## src/water_ripple_field_engine_macros.svh

```systemverilog
// Assertion macros used by the file that checks this block.
`ifndef WATER_RIPPLE_FIELD_ENGINE_MACROS_SVH
`define WATER_RIPPLE_FIELD_ENGINE_MACROS_SVH

// Consequent must hold in the same cycle as the antecedent.
`define WRF_ASSERT_SAME(label, ante, cons, msg) \
  label: assert property (@(posedge clk) disable iff (!rst_n) (ante) |-> (cons)) \
    else $error(msg);

// Consequent must hold in the cycle after the antecedent.
`define WRF_ASSERT_NEXT(label, ante, cons, msg) \
  label: assert property (@(posedge clk) disable iff (!rst_n) (ante) |=> (cons)) \
    else $error(msg);

`endif

```

## src/wrf_pkg.sv

```systemverilog
package wrf_pkg;

  // Default field dimensions.
  localparam int DEF_MAX_COLS = 64;
  localparam int DEF_MAX_ROWS = 64;

  // Word layouts.
  localparam int IN_DATA_W  = 48;
  localparam int OUT_DATA_W = 40;
  localparam int CFG_DATA_W = 7;
  localparam int CFG_IDX_W  = 2;

  // Configuration reset values.
  localparam logic [6:0] RST_WIDTH  = 7'd64;
  localparam logic [6:0] RST_HEIGHT = 7'd64;
  localparam logic [4:0] RST_DAMP   = 5'd5;

  // Operation codes.
  typedef enum logic [2:0] {
    F_WRITE  = 3'd0,
    F_ADD    = 3'd1,
    F_READ   = 3'd2,
    F_STEP   = 3'd3,
    F_SMOOTH = 3'd4,
    F_CLEAR  = 3'd5
  } wrf_func_t;

  // Configuration register indexes.
  typedef enum logic [1:0] {
    CFG_WIDTH  = 2'd0,
    CFG_HEIGHT = 2'd1,
    CFG_DAMP   = 2'd2
  } wrf_cfg_idx_t;

  // Commands from the controller to the datapath.
  typedef struct packed {
    logic accept;
    logic clr_run;
    logic walk_run;
    logic cell_wr;
    logic load_out;
  } wrf_cmd_t;

  // Status from the datapath to the controller.
  typedef struct packed {
    logic       clr_last;
    logic       walk_last;
    logic       out_free;
  } wrf_sts_t;

endpackage

```

## src/wrf_ctrl.sv

```systemverilog
module wrf_ctrl (
  input  logic             clk,
  input  logic             rst_n,
  input  logic             in_tvalid,
  output logic             in_tready,
  input  logic [2:0]       func_in,
  input  wrf_pkg::wrf_sts_t sts,
  output wrf_pkg::wrf_cmd_t cmd
);
  import wrf_pkg::*;

  typedef enum logic [5:0] {
    S_CLEAR = 6'b000001,
    S_IDLE  = 6'b000010,
    S_CELL0 = 6'b000100,
    S_CELL1 = 6'b001000,
    S_WALK  = 6'b010000,
    S_DONE  = 6'b100000
  } state_t;

  state_t state_r, state_nxt;
  logic   reply_r, reply_nxt;

  assign in_tready = (state_r == S_IDLE);

  // Next state and commands.
  always_comb begin
    state_nxt    = state_r;
    reply_nxt    = reply_r;
    cmd          = '0;
    cmd.accept   = in_tvalid && (state_r == S_IDLE);
    unique case (state_r)
      S_CLEAR: begin
        cmd.clr_run = 1'b1;
        if (sts.clr_last) begin
          state_nxt = reply_r ? S_DONE : S_IDLE;
          reply_nxt = 1'b0;
        end
      end
      S_IDLE: begin
        if (in_tvalid) begin
          case (func_in)
            F_WRITE, F_ADD, F_READ: state_nxt = S_CELL0;
            F_STEP, F_SMOOTH:       state_nxt = S_WALK;
            F_CLEAR: begin
              state_nxt = S_CLEAR;
              reply_nxt = 1'b1;
            end
            default:                state_nxt = S_DONE;
          endcase
        end
      end
      S_CELL0: state_nxt = S_CELL1;
      S_CELL1: begin
        cmd.cell_wr = 1'b1;
        state_nxt   = S_DONE;
      end
      S_WALK: begin
        cmd.walk_run = 1'b1;
        if (sts.walk_last) begin
          state_nxt = S_DONE;
        end
      end
      S_DONE: begin
        if (sts.out_free) begin
          cmd.load_out = 1'b1;
          state_nxt    = S_IDLE;
        end
      end
      default: state_nxt = S_IDLE;
    endcase
  end

  // State registers; reset starts with a clearing sweep.
  always_ff @(posedge clk) begin
    if (!rst_n) begin
      state_r <= S_CLEAR;
      reply_r <= 1'b0;
    end else begin
      state_r <= state_nxt;
      reply_r <= reply_nxt;
    end
  end

endmodule

```

## config.mk

```make
export PLATFORM = sky130hd
export DESIGN_NAME = wrf_ctrl
export DESIGN_NICKNAME = d
export VERILOG_FILES = /design/src/water_ripple_field_engine_macros.svh /design/src/wrf_pkg.sv /design/src/wrf_ctrl.sv
export SDC_FILE = /design/constraint.sdc
export NUM_CORES = 1
export LEC_CHECK = 0
export ABC_CLOCK_PERIOD_IN_PS = 2500
export BUFFER_PORTS_ARGS = -buffer_cell sky130_fd_sc_hd__buf_4
export CORE_AREA = 4 4 41 43
export DETAILED_ROUTE_END_ITERATION = 6
export DIE_AREA = 0 0 45 47
export GPL_TIMING_DRIVEN = 1
export PLACE_DENSITY = 0.68
export SLEW_MARGIN = 10
export SYNTH_ARGS = -nofsm -noshare
export SYNTH_HDL_FRONTEND = slang
export SYNTH_SLANG_ARGS = --single-unit
```

## constraint.sdc

```tcl
create_clock -name clk -period 2.5 [get_ports clk]
set_input_delay 0.125 -clock clk [delete_from_list [all_inputs] [get_ports clk]]
set_output_delay 0.125 -clock clk [all_outputs]
set_load 0.03 [all_outputs]
```

==> results.cfg <==
[global_route]
grt_pass1_wl_um = 1945
antenna_found_initial = 0
grt_pass1_vias = 457
grt_max_degree = 14
overflow = 0
grt_usage = 0.1304

[die]
fp-row-count = 13
die_h_um = 47
core_mm2 = 0.001301
dieWidth_um = 45
die_area_mm2 = 0.002115
initial_utilization = 0.4500
ios = 15

[clock_network]
cts_num_sinks = 7
ctsHoldBuffers = 0
clkLatencyLatePin_ps = 250
clk_pin_slew_ps = 50
clockBufferDepth = 2
cts.repair.resized = 0
cts_tree = done
post_cts_buffers = 0
cts_root_buffer = clkbuf_4
htree_levels = 1
cts_buffers = 3

[timing]
min_period_ps = 1787
slew_headroom = 0.7016
finalSetupTns_ps = 0
worst_hold_slack_ps = 116.7
tightest_slew_ps = 446.9
max_freq_mhz = 559.6
slew_violations = 0
rsz0062_at_grt = false
finalHoldViolCount = 0
finalCritPeriodShare = 0.7148
skew_ps = 1.027
setup_viol_count_final = 0

[synthesis]
synthMuxAreaShare = 0
synth_top_family_by_area = simple AND/OR/NAND/NOR gates
netlist_top_cells_count = 8 x inv_1, 7 x dfxtp_1
synth_top_area_frac = 0.2393
ys_top_cells_by_area = dfxtp_1 24%, nor4_4 7.3%, and4_1 6.0%
synth_edf_count = 0
syn_nets = 77
syn_area_um2 = 585.6
ys.flop_type = dfxtp_1
synth-seq-cells = 7
seq_area_frac_synth = 0.2393
synth_top_area_cell = dfxtp_1
syn_area_per_cell_um2 = 8.611
synth_adder_area_share = 0
synth_most_common_cell = inv_1
synth-simple-area-share = 0.4103
yosysWarningCount = 0
async_reset_ff_frac = 0
synth_compound_area_frac = 0.1987
synth.distinct_cells = 33
synth_xor_area_frac = 0.02991
syn_inst = 68

[finish]
multiInputGateArea_um2 = 374.1
seq_area_um2 = 140.1
nets = 92
fillers = 137
final_layout_size_suffix_gt1_frac = 0.3171
antennaDiodeCount = 0
final_core_util = 0.5337
synthToLayoutAreaGrowth_pct = 18.59

[placement]
port-buffer-count = 14
dp_hpwl_um = 968.8
gp_congestion = 0.7809

[critical_path]
endpoint_kind = output port
crit_type = reg -> out
crit_required_ps = 2380
critPathTopFamily = simple AND/OR/NAND/NOR gates
start_kind = flop
crit_fanout = 13
crit_arrival_ps = 1660
worst_path_max_delay_cell = dfxtp_1
critPathMaxStageDelay_ps = 440
path_cells = or3_4 -> nor4b_1 -> buf_4
path_buf_inv = 1

[route]
firstDrtPassIters = 4
postRouteAntennaNets = 0
viasPerCell = 5.742
vias = 557
drc = 0
wire_per_inst_um = 13.18
dr.first_iter.drc_count = 16
finalWirelength_um = 1278

[outcome]
status = finished, final reports clean

[power]
p_leak_nw = 0.2966
power_per_cell_area_mw_per_mm2 = 520.0
peakVddDrop_mv = 0.2729

[min_path]
min_path_type = in -> reg

[run]
cap_viol_max_count = 0
## worst register-to-register path: cells and delay by family (launching register included)
family	cells	cell delay (ps)
compound gates	1	160
flops	1	420
simple gates	3	870
## cells in the final DEF (no fill, tap or decap), types with 2 or more instances in the layout
cell type  synthesis  layout
and3_1             2       2
and4_1             4       4
buf_4              1      14
clkbuf_4           0       3
dfxtp_1            7       7
inv_1              8       8
nand2_1            3       3
nand4_1            2       2
nor2_1             4       4
nor3_1             2       2
nor3_2             2       2
nor3b_1            4       4
nor4_4             2       2
o21ai_0            4       4
o21ai_2            2       2
## worst paths after layout
| check | start | endpoint | slack [ps] | depth (start not counted) |
|---|---|---|---|---|
| min | rst_n | state_r[4]$_SDFFE_PN0P_ | 120 | 2 |
| max | state_r[1]$_SDFFE_PN0P_ | cmd[1] | 710 | 3 |
| max reg2reg | state_r[4]$_SDFFE_PN0P_ | reply_r$_SDFFE_PN0P_ | 1000 | 4 |
| min reg2reg | reply_r$_SDFFE_PN0P_ | reply_r$_SDFFE_PN0P_ | 550 | 1 |
## registers in the layout (all words and copies together), names as in the netlist
signal   cells
state_r      6
reply_r      1
## per-layer routing
| layer | part of all wire | track usage |
|---|---|---|
| met4 | 0.020 | 0.08772 |
| met1 | 0.46 | 0.1526 |
| met2 | 0.43 | 0.2062 |
| met3 | 0.094 | 0.03831 |
| met5 | 0 | 0 |
## layout make-up
class | instances | share of cell area
multi-input cells | 49 | 0.5387
flip-flops and latches | 7 | 0.2018
repair buffers | 14 | 0.1514
inverters | 8 | 0.04324
clock buffers | 4 | 0.03784
well taps | 15 | 0.02703
## logic make-up (layout without fill, tap and decap cells)
| logic type | Yosys count | in the layout |
|---|---|---|
| XOR/XNOR | 2 | 2 |
| AND/OR/NAND/NOR | 31 | 31 |
| flip-flops | 7 | 7 |
| AO/OA/AOI/OAI | 16 | 16 |
| buffers and inverters | 12 | 26 |
## power by group
part           switching, W  internal (W)  total (W)
registers         0.0000234      0.000119   0.000142
logic             0.0000589     0.0000564   0.000115
clock network     0.0000425     0.0000610   0.000103
total              0.000125      0.000236   0.000361
## metrics by stage
| stage | std cells | instance area (um2) | setup WS [ps] | total power [W] |
|---|---|---|---|---|
| after floorplan | 68 | 585.6 | 458.9 | 0.0002340 |
| after global placement | 93 | 668.1 | 1041 | 0.0002590 |
| after detailed placement | 93 | 668.1 | 975.4 | 0.0002594 |
| after CTS | 97 | 694.4 | 697.0 | 0.0003638 |
| after global routing | 97 | 694.4 | 626.1 | 0.0003854 |
| final | 97 | 694.4 | 713.0 | 0.0003611 |
Note: power is estimated with default switching activity, not from simulation.
